## src/design/usan_pkg.sv

```systemverilog
package usan_pkg;

  localparam int unsigned QDepth = 2;
  localparam int unsigned PtrW   = (QDepth > 1) ? $clog2(QDepth) : 1;
  localparam int unsigned CntW   = $clog2(QDepth + 1);

  typedef struct packed {
    logic [3:0][7:0] bytes;
    logic [2:0]      num;
    logic            last;
    logic            valid;
  } usan_job_t;

endpackage

```

## src/design/usan_front.sv

```systemverilog
module usan_front import usan_pkg::*; (
  input  logic       clk_i,
  input  logic       rst_ni,
  input  logic       in_valid_i,
  output logic       in_ready_o,
  input  logic [7:0] in_byte_i,
  input  logic       end_of_text_i,
  input  logic       q_full_i,
  output logic       q_push_o,
  output usan_job_t  q_job_o
);

  logic [2:0][7:0] pend_q, pend_d;
  logic [1:0]      cnt_q, cnt_d;
  logic [2:0]      exp_q, exp_d;
  logic            nd_q, nd_d;
  logic            accept;

  function automatic logic single_ok(input logic [7:0] b);
    single_ok = (b == 8'h09) || (b == 8'h0A) || (b == 8'h0D) ||
                ((b >= 8'h20) && (b <= 8'h7E));
  endfunction

  function automatic logic table_ok(input logic [7:0] lead, input logic [7:0] sec);
    logic ok;
    ok = 1'b0;
    if ((lead >= 8'hC2) && (lead <= 8'hDF)) ok = 1'b1;
    else if (lead == 8'hE0) ok = (sec >= 8'hA0);
    else if (lead == 8'hED) ok = (sec <= 8'h9F);
    else if ((lead >= 8'hE1) && (lead <= 8'hEF)) ok = 1'b1;
    else if (lead == 8'hF0) ok = (sec >= 8'h90);
    else if ((lead >= 8'hF1) && (lead <= 8'hF3)) ok = 1'b1;
    else if (lead == 8'hF4) ok = (sec <= 8'h8F);
    table_ok = ok;
  endfunction

  assign in_ready_o = !q_full_i;
  assign accept     = in_valid_i && in_ready_o;

  always_comb begin
    logic       handled;
    logic [7:0] b;
    logic [7:0] sec;
    b        = in_byte_i;
    handled  = 1'b0;
    sec      = 8'h00;
    pend_d   = pend_q;
    cnt_d    = cnt_q;
    exp_d    = exp_q;
    nd_d     = nd_q;
    q_job_o  = '0;

    if (exp_q != 3'd0) begin
      if (b[7:6] == 2'b10) begin
        handled = 1'b1;
        if (({1'b0, cnt_q} + 3'd1) >= exp_q) begin
          sec = (cnt_q >= 2'd2) ? pend_q[1] : b;
          q_job_o.bytes[0] = pend_q[0];
          q_job_o.bytes[1] = sec;
          q_job_o.bytes[2] = (cnt_q == 2'd3) ? pend_q[2] : b;
          q_job_o.bytes[3] = b;
          if ((cnt_q >= 2'd1) && table_ok(pend_q[0], sec)) begin
            q_job_o.num = {1'b0, cnt_q} + 3'd1;
          end else begin
            nd_d = 1'b0;
          end
          cnt_d = 2'd0;
          exp_d = 3'd0;
        end else begin
          pend_d[cnt_q] = b;
          cnt_d = cnt_q + 2'd1;
        end
      end else begin
        nd_d  = 1'b0;
        cnt_d = 2'd0;
        exp_d = 3'd0;
      end
    end

    if (!handled) begin
      if (!b[7]) begin
        if (single_ok(b)) begin
          q_job_o.bytes[0] = b;
          q_job_o.num      = 3'd1;
        end else begin
          nd_d = 1'b0;
        end
      end else if ((b < 8'hC0) || (b >= 8'hF8)) begin
        nd_d = 1'b0;
      end else begin
        exp_d     = (b < 8'hE0) ? 3'd2 : (b < 8'hF0) ? 3'd3 : 3'd4;
        pend_d[0] = b;
        cnt_d     = 2'd1;
      end
    end

    q_job_o.last = end_of_text_i;
    if (end_of_text_i) begin
      if (exp_d != 3'd0) nd_d = 1'b0;
      q_job_o.valid = nd_d;
      cnt_d = 2'd0;
      exp_d = 3'd0;
      nd_d  = 1'b1;
    end
  end

  assign q_push_o = accept && ((q_job_o.num != 3'd0) || end_of_text_i);

  always_ff @(posedge clk_i or negedge rst_ni) begin
    if (!rst_ni) begin
      cnt_q <= 2'd0;
      exp_q <= 3'd0;
      nd_q  <= 1'b1;
    end else if (accept) begin
      cnt_q <= cnt_d;
      exp_q <= exp_d;
      nd_q  <= nd_d;
    end
  end

  always_ff @(posedge clk_i) begin
    if (accept) pend_q <= pend_d;
  end

endmodule

```

## src/design/usan_fifo.sv

```systemverilog
module usan_fifo import usan_pkg::*; (
  input  logic      clk_i,
  input  logic      rst_ni,
  input  logic      push_i,
  input  usan_job_t job_i,
  output logic      full_o,
  input  logic      pop_i,
  output logic      empty_o,
  output usan_job_t job_o
);

  usan_job_t            mem_q [QDepth];
  logic [PtrW-1:0]      wr_q, wr_d, rd_q, rd_d;
  logic [CntW-1:0]      cnt_q, cnt_d;
  logic                 do_push, do_pop;

  assign full_o  = (cnt_q == CntW'(QDepth));
  assign empty_o = (cnt_q == '0);
  assign do_push = push_i && !full_o;
  assign do_pop  = pop_i && !empty_o;
  assign job_o   = mem_q[rd_q];

  always_comb begin
    wr_d  = wr_q;
    rd_d  = rd_q;
    cnt_d = cnt_q;
    if (do_push) wr_d = (wr_q == PtrW'(QDepth - 1)) ? '0 : wr_q + PtrW'(1);
    if (do_pop)  rd_d = (rd_q == PtrW'(QDepth - 1)) ? '0 : rd_q + PtrW'(1);
    if (do_push && !do_pop) cnt_d = cnt_q + CntW'(1);
    else if (!do_push && do_pop) cnt_d = cnt_q - CntW'(1);
  end

  always_ff @(posedge clk_i or negedge rst_ni) begin
    if (!rst_ni) begin
      wr_q  <= '0;
      rd_q  <= '0;
      cnt_q <= '0;
    end else begin
      wr_q  <= wr_d;
      rd_q  <= rd_d;
      cnt_q <= cnt_d;
    end
  end

  always_ff @(posedge clk_i) begin
    if (do_push) mem_q[wr_q] <= job_i;
  end

endmodule

```

## src/design/usan_back.sv

```systemverilog
module usan_back import usan_pkg::*; (
  input  logic       clk_i,
  input  logic       rst_ni,
  input  logic       q_empty_i,
  input  usan_job_t  q_job_i,
  output logic       q_pop_o,
  output logic       out_valid_o,
  input  logic       out_ready_i,
  output logic [7:0] out_byte_o,
  output logic       byte_present_o,
  output logic       run_last_o,
  output logic       text_end_o,
  output logic       text_was_valid_o
);

  logic [1:0] idx_q, idx_d;
  logic [2:0] num_m1;
  logic [1:0] last_idx;
  logic       is_last, fire;

  assign num_m1   = q_job_i.num - 3'd1;
  assign last_idx = (q_job_i.num == 3'd0) ? 2'd0 : num_m1[1:0];
  assign is_last  = (idx_q == last_idx);

  assign out_valid_o      = !q_empty_i;
  assign fire             = out_valid_o && out_ready_i;
  assign q_pop_o          = fire && is_last;
  assign byte_present_o   = (q_job_i.num != 3'd0);
  assign out_byte_o       = byte_present_o ? q_job_i.bytes[idx_q] : 8'h00;
  assign run_last_o       = is_last;
  assign text_end_o       = is_last && q_job_i.last;
  assign text_was_valid_o = text_end_o && q_job_i.valid;

  always_comb begin
    idx_d = idx_q;
    if (fire) idx_d = is_last ? 2'd0 : idx_q + 2'd1;
  end

  always_ff @(posedge clk_i or negedge rst_ni) begin
    if (!rst_ni) begin
      idx_q <= 2'd0;
    end else begin
      idx_q <= idx_d;
    end
  end

endmodule

```

## src/design/utf8_stream_sanitizer_top.sv

```systemverilog
// UTF-8 stream sanitizer.
// Input channel (in_valid_i/in_ready_o): one text byte per word with an
// end_of_text_i flag on the final byte. Output channel (out_valid_o/
// out_ready_i): one kept byte per word, with run_last_o on the last word
// caused by an input byte, and text_end_o/text_was_valid_o on the final
// word of a text (a word with byte_present_o low is a bare end marker).
// A result word is written into the job queue when the byte that
// completes it is taken. The block takes up to one input byte per cycle
// while the queue is not full; a completed character of N bytes gives N
// words, one per cycle while out_ready_i is high, fed from a two-entry job
// queue between the classifier and the output sequencer. Bytes that only
// extend an open sequence produce no word. Single bytes right behind a
// long character can fill the queue and hold in_ready_o low, also in the
// cycle a full queue pops. When the receiver stalls, the queue fills and
// in_ready_o drops once it holds two jobs; nothing is lost. Reset clears
// the queue, closes any open sequence and marks the text as clean.
module utf8_stream_sanitizer_top import usan_pkg::*; (
  input  logic       clk_i,
  input  logic       rst_ni,
  input  logic       in_valid_i,
  output logic       in_ready_o,
  input  logic [7:0] in_byte_i,
  input  logic       end_of_text_i,
  output logic       out_valid_o,
  input  logic       out_ready_i,
  output logic [7:0] out_byte_o,
  output logic       byte_present_o,
  output logic       run_last_o,
  output logic       text_end_o,
  output logic       text_was_valid_o
);

  usan_job_t push_job, head_job;
  logic      q_push, q_full, q_pop, q_empty;

  usan_front u_front (
    .clk_i         (clk_i),
    .rst_ni        (rst_ni),
    .in_valid_i    (in_valid_i),
    .in_ready_o    (in_ready_o),
    .in_byte_i     (in_byte_i),
    .end_of_text_i (end_of_text_i),
    .q_full_i      (q_full),
    .q_push_o      (q_push),
    .q_job_o       (push_job)
  );

  usan_fifo u_fifo (
    .clk_i   (clk_i),
    .rst_ni  (rst_ni),
    .push_i  (q_push),
    .job_i   (push_job),
    .full_o  (q_full),
    .pop_i   (q_pop),
    .empty_o (q_empty),
    .job_o   (head_job)
  );

  usan_back u_back (
    .clk_i            (clk_i),
    .rst_ni           (rst_ni),
    .q_empty_i        (q_empty),
    .q_job_i          (head_job),
    .q_pop_o          (q_pop),
    .out_valid_o      (out_valid_o),
    .out_ready_i      (out_ready_i),
    .out_byte_o       (out_byte_o),
    .byte_present_o   (byte_present_o),
    .run_last_o       (run_last_o),
    .text_end_o       (text_end_o),
    .text_was_valid_o (text_was_valid_o)
  );

  a_marker_ends_text: assert property (@(posedge clk_i) disable iff (!rst_ni)
    (out_valid_o && !byte_present_o) |-> (text_end_o && run_last_o && out_byte_o == 8'h00))
    else $error("end marker without text end");

  a_end_is_run_last: assert property (@(posedge clk_i) disable iff (!rst_ni)
    (out_valid_o && text_end_o) |-> run_last_o)
    else $error("text end not on last word of run");

  a_valid_only_at_end: assert property (@(posedge clk_i) disable iff (!rst_ni)
    (out_valid_o && !text_end_o) |-> !text_was_valid_o)
    else $error("valid flag outside text end");

  a_full_blocks_input: assert property (@(posedge clk_i) disable iff (!rst_ni)
    q_full |-> !in_ready_o)
    else $error("input taken while queue full");

endmodule

```

## config.mk

```make
export PLATFORM = sky130hd
export DESIGN_NAME = utf8_stream_sanitizer_top
export DESIGN_NICKNAME = d
export VERILOG_FILES = /design/src/design/usan_pkg.sv /design/src/design/usan_front.sv /design/src/design/usan_fifo.sv /design/src/design/usan_back.sv /design/src/design/utf8_stream_sanitizer_top.sv
export SDC_FILE = /design/constraint.sdc
export NUM_CORES = 1
export LEC_CHECK = 0
export ABC_CLOCK_PERIOD_IN_PS = 5600
export BUFFER_PORTS_ARGS = -buffer_cell sky130_fd_sc_hd__buf_2
export CORE_AREA = 5 5 123 125
export DETAILED_ROUTE_END_ITERATION = 8
export DIE_AREA = 0 0 128 130
export GPL_TIMING_DRIVEN = 0
export PLACE_DENSITY = 0.62
export REMOVE_ABC_BUFFERS = 1
export SETUP_SLACK_MARGIN = 0.4
export SKIP_CTS_REPAIR_TIMING = 1
export SLEW_MARGIN = 0
export SYNTH_ARGS = -nofsm -noshare
export SYNTH_HDL_FRONTEND = slang
export SYNTH_HIERARCHICAL = 1
export SYNTH_SLANG_ARGS = --single-unit
```

## constraint.sdc

```tcl
create_clock -name clk_i -period 5.6 [get_ports clk_i]
set_input_delay 1.12 -clock clk_i [delete_from_list [all_inputs] [get_ports clk_i]]
set_output_delay 1.12 -clock clk_i [all_outputs]
set_load 0.02 [all_outputs]
```

[Yosys cells after proc, flatten, opt, wreduce, memory -nomap -nowiden]
Memory sizes are Yosys's and may differ from the RTL's.
Cells that the tools add are included.
Operators by class
  bitwise gates (word level): 1
  multiply operators: 0
  multiplexer cells: 68
  shifts and indexed selects: 0
  reductions and logical operators: 33
  add/subtract/negate cells: 8
  div/mod/pow operators: 0
  equality and inequality tests: 11
  magnitude comparators: 22
Operators by type and width (count)
  two-way mux 35 bit: 3
  two-way mux 8 bit: 11
  >= comparator 8 bit, second input constant: 6
  <= comparator 8 bit, second input constant: 5
  two-way mux 11 bit: 3
  equality test 8 bit, second input constant: 4
  two-way mux 3 bit: 10
  two-way mux 1 bit: 27
  bitwise mux 24 bit: 1
  equality test 8 x 4 -> 1 bit, second input constant: 3
  < comparator 8 bit, second input constant: 3
  two-way mux 2 bit: 11
  binary-select mux 8 bit (select 2 bit): 1
  demux 8 bit (select 2 bit): 1
  logical AND 1 bit: 16
  nonzero test 3 bit: 4
  >= comparator 8 x 6 -> 1 bit, second input constant: 1
  <= comparator 8 x 7 -> 1 bit, second input constant: 1
  adder 2 x 1 -> 2 bit, second input constant: 3
  equality test 2 bit, second input constant: 3
  < comparator 2 x 3 -> 1 bit, second input constant: 2
  logical OR 1 bit: 5
  >= comparator 2 x 1 -> 1 bit, second input constant: 2
  zero test 1 bit: 4
  other kinds (11): 13
Word-level totals
  memory bits (writable): 74
  input bits: 13
  latch bits: 0
  logic and storage cells: 154
  memories kept: 1
  flip-flop bits (word level): 36
  output and inout port bits: 14
  bits in read-only memories: 0
Memories
  u_fifo.mem_q: words 2, bits a word 37, rd ports 1, clocked after Yosys merged registers in 0, wr ports 1, line usan_fifo.sv:12  | usan_job_t mem_q [QDepth];

[Logic depth before layout (Yosys ltp)]
Gate-level depths: netlist of run 1.
  depth in word-level cells: 29
  mapped depth: 15
  gate-level depth less buffers: 14

[Hierarchy]
The synthesis of run 1 kept the hierarchy.
Modules (own cells, without submodules)
  usan_fifo: cells an instance 134, times used 1, sequential area each 2322.2 sq um, area each 2949.1 sq um
  usan_front: cells an instance 209, times used 1, sequential area each 872.1 sq um, area each 2006.9 sq um
  usan_back: cells an instance 47, times used 1, sequential area each 50.0 sq um, area each 478.0 sq um

[Worst setup path after synthesis of run 1]
OpenSTA, ideal clock, no wires.
  path type: input -> register
  start point: input port in_byte_i[4]
  end point: memory u_fifo/mem_q[0][0] in the netlist's numbering, enable pin
  data required time: 5.169 ns
  stages: 9
  path buffers: 1
  library setup time: 0.431 ns
  path slack: 1.160 ns
  data arrival time: 4.008 ns
  path through: buf_2 > and4bb_2 > a31oi_4 > a31o_1 > and4_4 > nor3_1 > o311a_1 > nand2_1 > nor2_1
On the way
  longest elaborated chain between the ends: 26
  elaborated cells on any way between the ends: 38
  classes of those cells: 6 x order compare; 3 x eq/ne; 20 x mux; 9 x reduce/logical
RTL lines
  start: declaration: line utf8_stream_sanitizer_top.sv:22  | input logic [7:0] in_byte_i,
  two-way mux 8 bit: line usan_front.sv:57  | sec = (cnt_q >= 2'd2) ? pend_q[1] : b;
  <= comparator 8 bit: line usan_front.sv:33  | else if (lead == 8'hF4) ok = (sec <= 8'h8F);
  two-way mux 1 bit: line usan_front.sv:33
  two-way mux 1 bit: line usan_front.sv:32  | else if ((lead >= 8'hF1) && (lead <= 8'hF3)) ok = 1'b1;
  two-way mux 1 bit: line usan_front.sv:31  | else if (lead == 8'hF0) ok = (sec >= 8'h90);
  two-way mux 1 bit: line usan_front.sv:30  | else if ((lead >= 8'hE1) && (lead <= 8'hEF)) ok = 1'b1;
  two-way mux 1 bit: line usan_front.sv:29  | else if (lead == 8'hED) ok = (sec <= 8'h9F);
  two-way mux 1 bit: line usan_front.sv:28  | else if (lead == 8'hE0) ok = (sec >= 8'hA0);
  (+11 left out)
  two-way mux 11 bit (*): line usan_front.sv:80  | if (!handled) begin
  nonzero test 3 bit (*): line usan_front.sv:107  | assign q_push_o = accept && ((q_job_o.num != 3'd0) || end_of_text_i);
  logical OR 1 bit (*): line usan_front.sv:107
  logical AND 1 bit (*): line usan_front.sv:107
  net q_push: line utf8_stream_sanitizer_top.sv:34  | logic q_push, q_full, q_pop, q_empty;
  logical AND 1 bit (*): line usan_fifo.sv:19  | assign do_push = push_i && !full_o;
  two-way mux 1 bit (*): line usan_fifo.sv:46  | if (do_push) mem_q[wr_q] <= job_i;
  two-way mux 1 bit (implied by the code) (*): line usan_fifo.sv:46
  end: declaration: line usan_fifo.sv:12
Mark *: on every way through the listed nets, which the timed path passes. The rest lies on a longest branch. The select of a mux whose other input is x is not followed.

[Worst setup path after layout of run 1]
  start point: register u_front.cnt_q[1]
  end point: register u_fifo.cnt_q[1]
On the way
  longest elaborated chain between the ends: 28
  elaborated cells on any way between the ends: 36
  classes of those cells: 1 x add/sub; 7 x order compare; 19 x mux; 9 x reduce/logical
RTL lines
  start: declaration: line usan_front.sv:14  | logic [1:0] cnt_q, cnt_d;
  start signal: assignment: line usan_front.sv:115  | cnt_q <= cnt_d;
  >= comparator 2 bit: line usan_front.sv:57
  two-way mux 8 bit: line usan_front.sv:57
  <= comparator 8 bit: line usan_front.sv:33
  two-way mux 1 bit: line usan_front.sv:33
  two-way mux 1 bit: line usan_front.sv:32
  two-way mux 1 bit: line usan_front.sv:31
  two-way mux 1 bit: line usan_front.sv:30
  two-way mux 1 bit: line usan_front.sv:29
  (+14 left out)
  logical OR 1 bit (*): line usan_front.sv:107
  logical AND 1 bit (*): line usan_front.sv:107
  net q_push: line utf8_stream_sanitizer_top.sv:34
  logical AND 1 bit (*): line usan_fifo.sv:19
  net u_fifo.do_push: line usan_fifo.sv:15  | logic do_push, do_pop;
  zero test 1 bit: line usan_fifo.sv:30  | else if (!do_push && do_pop) cnt_d = cnt_q - CntW'(1);
  logical AND 1 bit: line usan_fifo.sv:30
  nonzero test 2 bit (no source line)
  end signal: assignment: line usan_fifo.sv:41  | cnt_q <= cnt_d;
  end: declaration: line usan_fifo.sv:14  | logic [CntW-1:0] cnt_q, cnt_d;
Marks and branches as above.
A chain may end at the register's enable or synchronous reset.

==> impl_metrics.csv, run 1 <==
group,metric,value,unit
status,status,"completed",
worst_setup_path,slowest_stage,"nand2b_1",
worst_setup_path,crit_path_frequent_cell,"ha_1",
cells_and_area,drive_gt1_frac,0.248,
logic_synthesis,synth_top_area_cell,"edfxtp_1",
worst_setup_path,cp_max_fo,19,
route,drc_errors,0,
global_routing,gr-usage-met3,0.0221,
placed_design,dp_cells,581,
global_routing,antenna_found_initial,0,
route,drt_iter0_markers,207,
die,num_rows,43,
placed_design,gp_congestion,0.792,
worst_setup_path,crit_chain,"ha_1 > ha_1 > a21oi_1 > nand2b_1 > nor3_1 > o311a_1 > nand2_1 > inv_1 > ha_1 > nor2_1 > xor2_1",
logic_synthesis,syn-cell-area,0.00543,sq mm
timing,slew_violations,0,
worst_setup_path,cp.arrival,4.44,ns
route,ant_nets,0,
clock_network,clock_latency,0.34,ns
cells_and_area,syn2layout_area_growth,11.0,%
cells_and_area,final_area,0.00603,sq mm
flow_run,drv_cap,0,
clock_network,clkTransAtPathRegs,0.07,ns
timing,slew_headroom,0.427,
hold_path,hp-class,"reg2reg",
worst_setup_path,endpoint_kind,"register",
global_routing,grt_max_degree,27,
worst_setup_path,required,5.87,ns
clock_network,clkSinkCount,110,
die,die_x,128,um
logic_synthesis,synthMostInstantiatedCell,"edfxtp_1",
timing,max_freq,0.240,GHz
route,via_count,3205,
global_routing,grtUsageMet1,0.173,
logic_synthesis,yosysSeqAreaShare,0.597,
logic_synthesis,synth.distinct_cells,62,
timing,max_slew.worst_pin.slew,0.860,ns
pwr,total_leakage_power,2.20,nW
timing,rsz0062_at_grt,"no",
global_routing,top_usage_layer,"met2",
die,die_h,130,um
route,wl,10700,um
logic_synthesis,synthTopCellsByCount,"edfxtp_1 (98), nand2_1 (30), nor2_1 (26), mux2_2 (23), mux2_4 (20)",
logic_synthesis,synthArstFlopShare,0.109,
clock_network,cts_tree,"built",
logic_synthesis,synth_top_area_frac,0.542,
logic_synthesis,netlist_instances,390,
clock_network,htreeDepth,3,
timing,clock_skew,0.00994,ns
timing,period_share,0.744,
route,viasPerCell,5.38,
pwr,ir_drop,0.217,mV
logic_synthesis,synth_edf_count,98,
logic_synthesis,yosys_most_used_dff,"edfxtp_1",
die,die_area,0.0166,sq mm
placed_design,dpl_cell_area,0.00574,sq mm
pwr,p_per_area,453,mW/mm^2
die,start_util,0.395,
route,dr.pass1.iters,4,
timing,setup_slack,1.44,ns
worst_setup_path,crit_path_max_incr_delay,0.74,ns
logic_synthesis,synth_area_leaders,"edfxtp_1 (54%), mux2_4 (5.5%), dfrtp_1 (5.1%)",
cells_and_area,instances_no_fill,596,
timing,min_period,4.16,ns
cells_and_area,final_util,0.438,
timing,setup_violations,0,
clock_network,cts_buffers,9,
timing,totalNegativeSetupSlack,0,ns
global_routing,grt_overflow,0,
worst_setup_path,crit_type,"reg2reg",
die,coreArea,0.0138,sq mm
worst_setup_path,crit_path_start_kind,"register",
cells_and_area,n_antenna_cell,0,
clock_network,ctsLongestPathBuffers,2,
global_routing,grt_usage,0.136,
route,wl_per_cell,18.0,um
global_routing,grt_pass1_vias,3327,
placed_design,place_ws,1.39,ns
timing,holdWs,0.523,ns
clock_network,root_buffer,"clkbuf_16",
logic_synthesis,avgSynthCellArea,13.9,sq um
logic_synthesis,yosys_warnings,6,
logic_synthesis,synth-seq-cells,110,
pwr,total_power,2.73,mW
timing,hold_viol_final,0,
cells_and_area,nets,433,
global_routing,grt_pass1_wl,17400,um
placed_design,io_buffer_count,26,
die,ios,27,
global_routing,grt_use_met2,0.229,
placed_design,place_hpwl,7310,um
-- logic make-up (layout without fill, tap and decap cells) --
| kind of cell | Yosys count | count (layout) | synth area share |
|---|---|---|---|
| AO/OA/AOI/OAI | 59 | 59 | 0.0811 |
| buffers and inverters | 35 | 61 | 0.0338 |
| flip-flops | 110 | 110 | 0.597 |
| adder cells (fa/ha/maj) | 8 | 8 | 0.0184 |
| AND/OR/NAND/NOR | 111 | 111 | 0.105 |
| other | 1 | 1 | 0.000690 |
| multiplexers | 60 | 60 | 0.155 |
| XOR/XNOR | 6 | 6 | 0.00967 |
-- registers in the layout, summed over array words and instances (netlist names) --
| signal | flops |
|---|---|
| u_back/idx_q | 2 |
| u_front/exp_q | 3 |
| u_front/pend_q | 24 |
| u_fifo/rd_q | 1 |
| u_front/nd_q | 1 |
| u_fifo/wr_q | 1 |
| u_fifo/cnt_q | 2 |
| u_fifo/mem_q | 74 |
| u_front/cnt_q | 2 |
-- report_power, final --
group	total, mW	switching [mW]	internal, mW	leakage [nW]
registers	1.19	0.134	1.05	1.07
clock network	0.623	0.278	0.346	0.137
logic	0.922	0.465	0.458	0.990
-- critical path: cells and delay by family, from the launching register on --
kind,cells,cell delay (ns)
buf+inv,1,0.07
flops,1,0.47
compound gates,2,0.73
xor+xnor,1,0.15
simple gates,4,1.27
fa+ha+maj,3,1.42
-- cell type report --
| cell class | instances | area [sq um] |
|---|---|---|
| Sequential cell | 110 | 3250 |
| Clock inverter | 5 | 58.8 |
| Fill cell | 1282 | 7740 |
| Clock buffer | 10 | 229 |
| Tap cell | 180 | 225 |
| Multi-Input combinational cell | 245 | 2010 |
| Timing Repair Buffer | 30 | 198 |
| Inverter | 16 | 60.1 |
-- metal layers --
layer	share of wire	wire length (um)
met5	0	0
met4	0.021	223
met3	0.029	316
met2	0.49	5300
met1	0.46	4900
-- placed cells by master (no fill, tap or decap), types with 3 or more instances in the layout --
cell type	n
inv_1	15
buf_2	26
mux4_1	3
edfxtp_1	98
nor2b_1	8
nand2b_1	7
buf_12	3
nor3_1	3
o221ai_1	3
o21ai_0	7
a22o_1	6
a211oi_1	5
and2_1	12
clkbuf_16	9
nand2_1	30
nor2_1	25
xnor2_1	4
or3_1	3
mux2_4	20
mux4_2	5
dfrtp_1	10
mux2_2	23
a21oi_1	12
ha_1	8
o22ai_1	3
nand4_1	3
mux2i_1	9
nand3_1	5
-- path summary, 6_finish.rpt --
| check | startpoint | to | slack (ns) | cells past startpoint |
|---|---|---|---|---|
| setup / recovery | u_front/cnt_q[1] | u_fifo/cnt_q[1] | 1.44 | 11 |
| hold / removal | u_fifo/cnt_q[1] | u_fifo/cnt_q[1] | 0.52 | 1 |
| setup reg to reg | u_front/cnt_q[1] | u_fifo/cnt_q[1] | 1.44 | 11 |
| hold reg to reg | u_fifo/cnt_q[1] | u_fifo/cnt_q[1] | 0.52 | 1 |
| max in group asynchronous | rst_ni | u_front/nd_q | 4.65 | 1 |
| min in group asynchronous | rst_ni | u_back/idx_q[0] | 0.66 | 1 |
Note: power is estimated with default switching activity, not from simulation.
==> inputs of run 2 (changes only) <==
--- a/config.mk
+++ b/config.mk
@@ -5,13 +5,14 @@
 export SDC_FILE = /design/constraint.sdc
 export NUM_CORES = 1
 export LEC_CHECK = 0
-export ABC_CLOCK_PERIOD_IN_PS = 5600
+export ABC_AREA = 1
+export ABC_CLOCK_PERIOD_IN_PS = 3500
 export BUFFER_PORTS_ARGS = -buffer_cell sky130_fd_sc_hd__buf_2
 export CORE_AREA = 5 5 123 125
 export DETAILED_ROUTE_END_ITERATION = 8
 export DIE_AREA = 0 0 128 130
 export GPL_TIMING_DRIVEN = 0
-export PLACE_DENSITY = 0.62
+export PLACE_DENSITY = 0.64
 export REMOVE_ABC_BUFFERS = 1
 export SETUP_SLACK_MARGIN = 0.4
 export SKIP_CTS_REPAIR_TIMING = 1
==> constraint.sdc (replaced) <==
create_clock -name clk_i -period 3.5 [get_ports clk_i]
set_input_delay 0.7 -clock clk_i [delete_from_list [all_inputs] [get_ports clk_i]]
set_output_delay 0.7 -clock clk_i [all_outputs]
set_load 0.02 [all_outputs]
==> run 2 against run 1 <==
  * Via count increased by 25%
  * Sequential share of layout area decreased by 1.9 points
  * Synthesized cell count increased by 46%
  * Register-to-register slack got worse by 0.94 ns
  * First-iteration DRC count increased by 100%
  * Cell area increased by 3.8%
==> impl_metrics.csv, run 2 <==
group,metric,value,unit
status,status,"completed",
placed_design,gp_congestion,0.925,
logic_synthesis,synth-seq-cells,110,
logic_synthesis,syn-cell-area,0.00542,sq mm
worst_setup_path,rr_startpoint,"u_front/cnt_q[0]",
die,num_rows,43,
timing,setup_violations,0,
global_routing,grt_usage,0.145,
pwr,ir_drop,0.241,mV
timing,clock_skew,0.00566,ns
route,drt_iter0_markers,418,
global_routing,grt_pass1_wl,19100,um
worst_setup_path,rr_endpoint,"u_fifo/mem_q[1][1]",
worst_setup_path,worstRegToRegCells,16,
route,ant_nets,0,
global_routing,grt_pass1_vias,3753,
worst_setup_path,required,3.57,ns
die,die_h,130,um
timing,max_slew.worst_pin.slew,0.849,ns
worst_setup_path,crit_path_start_kind,"register",
clock_network,cts_buffers,9,
logic_synthesis,avgSynthCellArea,9.55,sq um
timing,period_share,0.858,
pwr,swShare,0.393,
placed_design,dp_cells,756,
timing,min_period,3.00,ns
timing,totalNegativeSetupSlack,0,ns
die,die_area,0.0166,sq mm
cells_and_area,final_common_cell,"nand2_1",
logic_synthesis,yosys_warnings,6,
logic_synthesis,synthArstFlopShare,0.109,
route,drc_errors,0,
pwr,switching_power,1.78,mW
timing,max_freq,0.333,GHz
clock_network,ctsLongestPathBuffers,2,
cells_and_area,largest-register,"u_fifo/mem_q",
die,die_x,128,um
clock_network,htreeDepth,3,
die,ios,27,
pwr,total_leakage_power,2.64,nW
global_routing,antenna_found_initial,0,
timing,slew_violations,0,
global_routing,grt_max_degree,40,
worst_setup_path,critPathLaunch,"u_front/cnt_q[0]",
cells_and_area,drive_gt1_frac,0.169,
clock_network,cts_tree,"built",
logic_synthesis,synth_area_leaders,"edfxtp_1 (54%), nand2_1 (11%), nor2_1 (5.1%)",
flow_run,drv_cap,0,
logic_synthesis,synth_top_area_cell,"edfxtp_1",
clock_network,clkTransAtPathRegs,0.07,ns
die,start_util,0.394,
clock_network,root_buffer,"clkbuf_16",
timing,hold_viol_final,0,
cells_and_area,top_regs,"u_fifo/mem_q: 74 flops, u_front/pend_q: 24 flops, u_front/exp_q: 3 flops",
logic_synthesis,yosysSeqAreaShare,0.598,
timing,slew_headroom,0.430,
pwr,p_per_area,722,mW/mm^2
die,coreArea,0.0138,sq mm
logic_synthesis,yosys_most_used_dff,"edfxtp_1",
cells_and_area,nFillCells,1303,
route,viasPerCell,5.08,
pwr,combPwrFrac,0.376,
route,dr.pass1.iters,7,
logic_synthesis,netlist_instances,568,
global_routing,grt_overflow,0,
logic_synthesis,synthTopCellsByCount,"nand2_1 (161), edfxtp_1 (98), nor2_1 (74), inv_1 (62), o21ai_0 (24)",
worst_setup_path,cp.arrival,3.07,ns
logic_synthesis,synth_edf_count,98,
cells_and_area,final_cell_mix,"nand2_1 (159), edfxtp_1 (98), nor2_1 (72), inv_1 (59), buf_2 (26)",
worst_setup_path,rrSetupSlack,0.50,ns
route,wl,12700,um
pwr,seqPwrFrac,0.416,
pwr,p_int,2.74,mW
cells_and_area,instances_no_fill,791,
placed_design,io_buffer_count,26,
clock_network,clock_latency,0.34,ns
pwr,p_clk_frac,0.208,
cells_and_area,n_antenna_cell,0,
route,via_count,4020,
worst_setup_path,endpoint_kind,"register",
logic_synthesis,synthMostInstantiatedCell,"nand2_1",
cells_and_area,largest_register_ffs,74,
worst_setup_path,cp_max_fo,15,
timing,rsz0062_at_grt,"no",
hold_path,hp-class,"in2async",
clock_network,clkSinkCount,110,
placed_design,place_hpwl,7810,um
cells_and_area,nets,627,
route,wl_per_cell,16.1,um
logic_synthesis,synth.distinct_cells,38,
worst_setup_path,crit_type,"reg2reg",
logic_synthesis,synth_top_area_frac,0.543,
cells_and_area,syn2layout_area_growth,15.5,%
[run 2: cell types whose count changed in the layout (fill, tap and decap cells not counted), moves of 8 or more]
cell     delta
and2_1     -12
buf_4      +12
inv_1      +44
mux2_2     -23
mux2_4     -20
mux2i_1     -9
nand2_1   +129
nand3_1    +16
nor2_1     +47
nor2b_1     -8
o21ai_0    +15
o21ai_1    +11
[run 2: cells by family after synthesis]
kind of cell / Yosys count / synth area share
DFF: 110 / 0.598
other: 1 / 0.000692
xor gates and xnor gates: 2 / 0.00323
buffers and inverters: 87 / 0.0771
adders and majority gates: 8 / 0.0185
AOI/OAI and AO/OA: 75 / 0.0819
and+or+nand+nor: 285 / 0.220
[run 2: area by class of cell]
class                      instances  area (sq um)  area share
sequential                       110          3250       0.519
multi-input combinational        372          1870       0.299
timing repair buffer              44           333      0.0531
inverter                          68           302      0.0482
clock buffer                       9           225      0.0360
tap                              180           225      0.0360
clock inverter                     7          46.3     0.00739
timing repair inverter             1          8.76     0.00140
[run 2: through the flow]
step	util	hold WS [ns]	total power, mW	setup slack [ns]	cell area, sq um
after detailed placement	0.410	0.470	3.39	-0.833	5650
after floorplan	-	0.404	2.89	-0.986	5270
after CTS	0.430	0.226	4.33	-0.828	5920
final	0.455	0.225	4.52	0.497	6260
after global placement	0.408	0.462	3.33	-2.48	5620
after global routing	0.455	0.240	4.83	0.345	6260
[run 2: per-layer routing]
metal	wire (um)	GRT usage
met1	5600	0.188
met2	6320	0.250
met5	0	0
met3	593	0.0229
met4	203	0.0481
[run 2: how the worst max path moves through the flow]
stage | end | depth (start not counted)
finish | u_fifo/mem_q[1][1] | 16
global placement | u_fifo/mem_q[1][31] | 13
detailed placement | u_fifo/mem_q[0][13] | 15
floorplan | u_fifo/mem_q[1][0] | 13
CTS | u_fifo/mem_q[0][24] | 15
global route | u_fifo/mem_q[0][27] | 15
[run 2: power by group through the flow]
stage	Clock, mW	Sequential [mW]	Combinational (mW)
2_1_floorplan	0	1.85	1.04
4_1_cts	0.963	1.90	1.47
3_3_place_gp	0	1.93	1.40
6_report	0.940	1.88	1.70
3_5_place_dp	0	1.93	1.46
5_1_grt	1.01	1.91	1.91
[run 2: worst max-delay path: stages, from the launching register on]
cell and delay (ns):
dfrtp_2 0.48, inv_4 0.11, ha_4 0.22, ha_1 0.29
nand3b_1 0.13, nand3_4 0.16, nand2_8 0.12, inv_4 0.12
nand3_2 0.08, o21ai_2 0.15, nor2_1 0.08, nor2_1 0.13
o21ai_1 0.15, nor2_4 0.15, buf_12 0.14, buf_4 0.11
buf_4 0.10
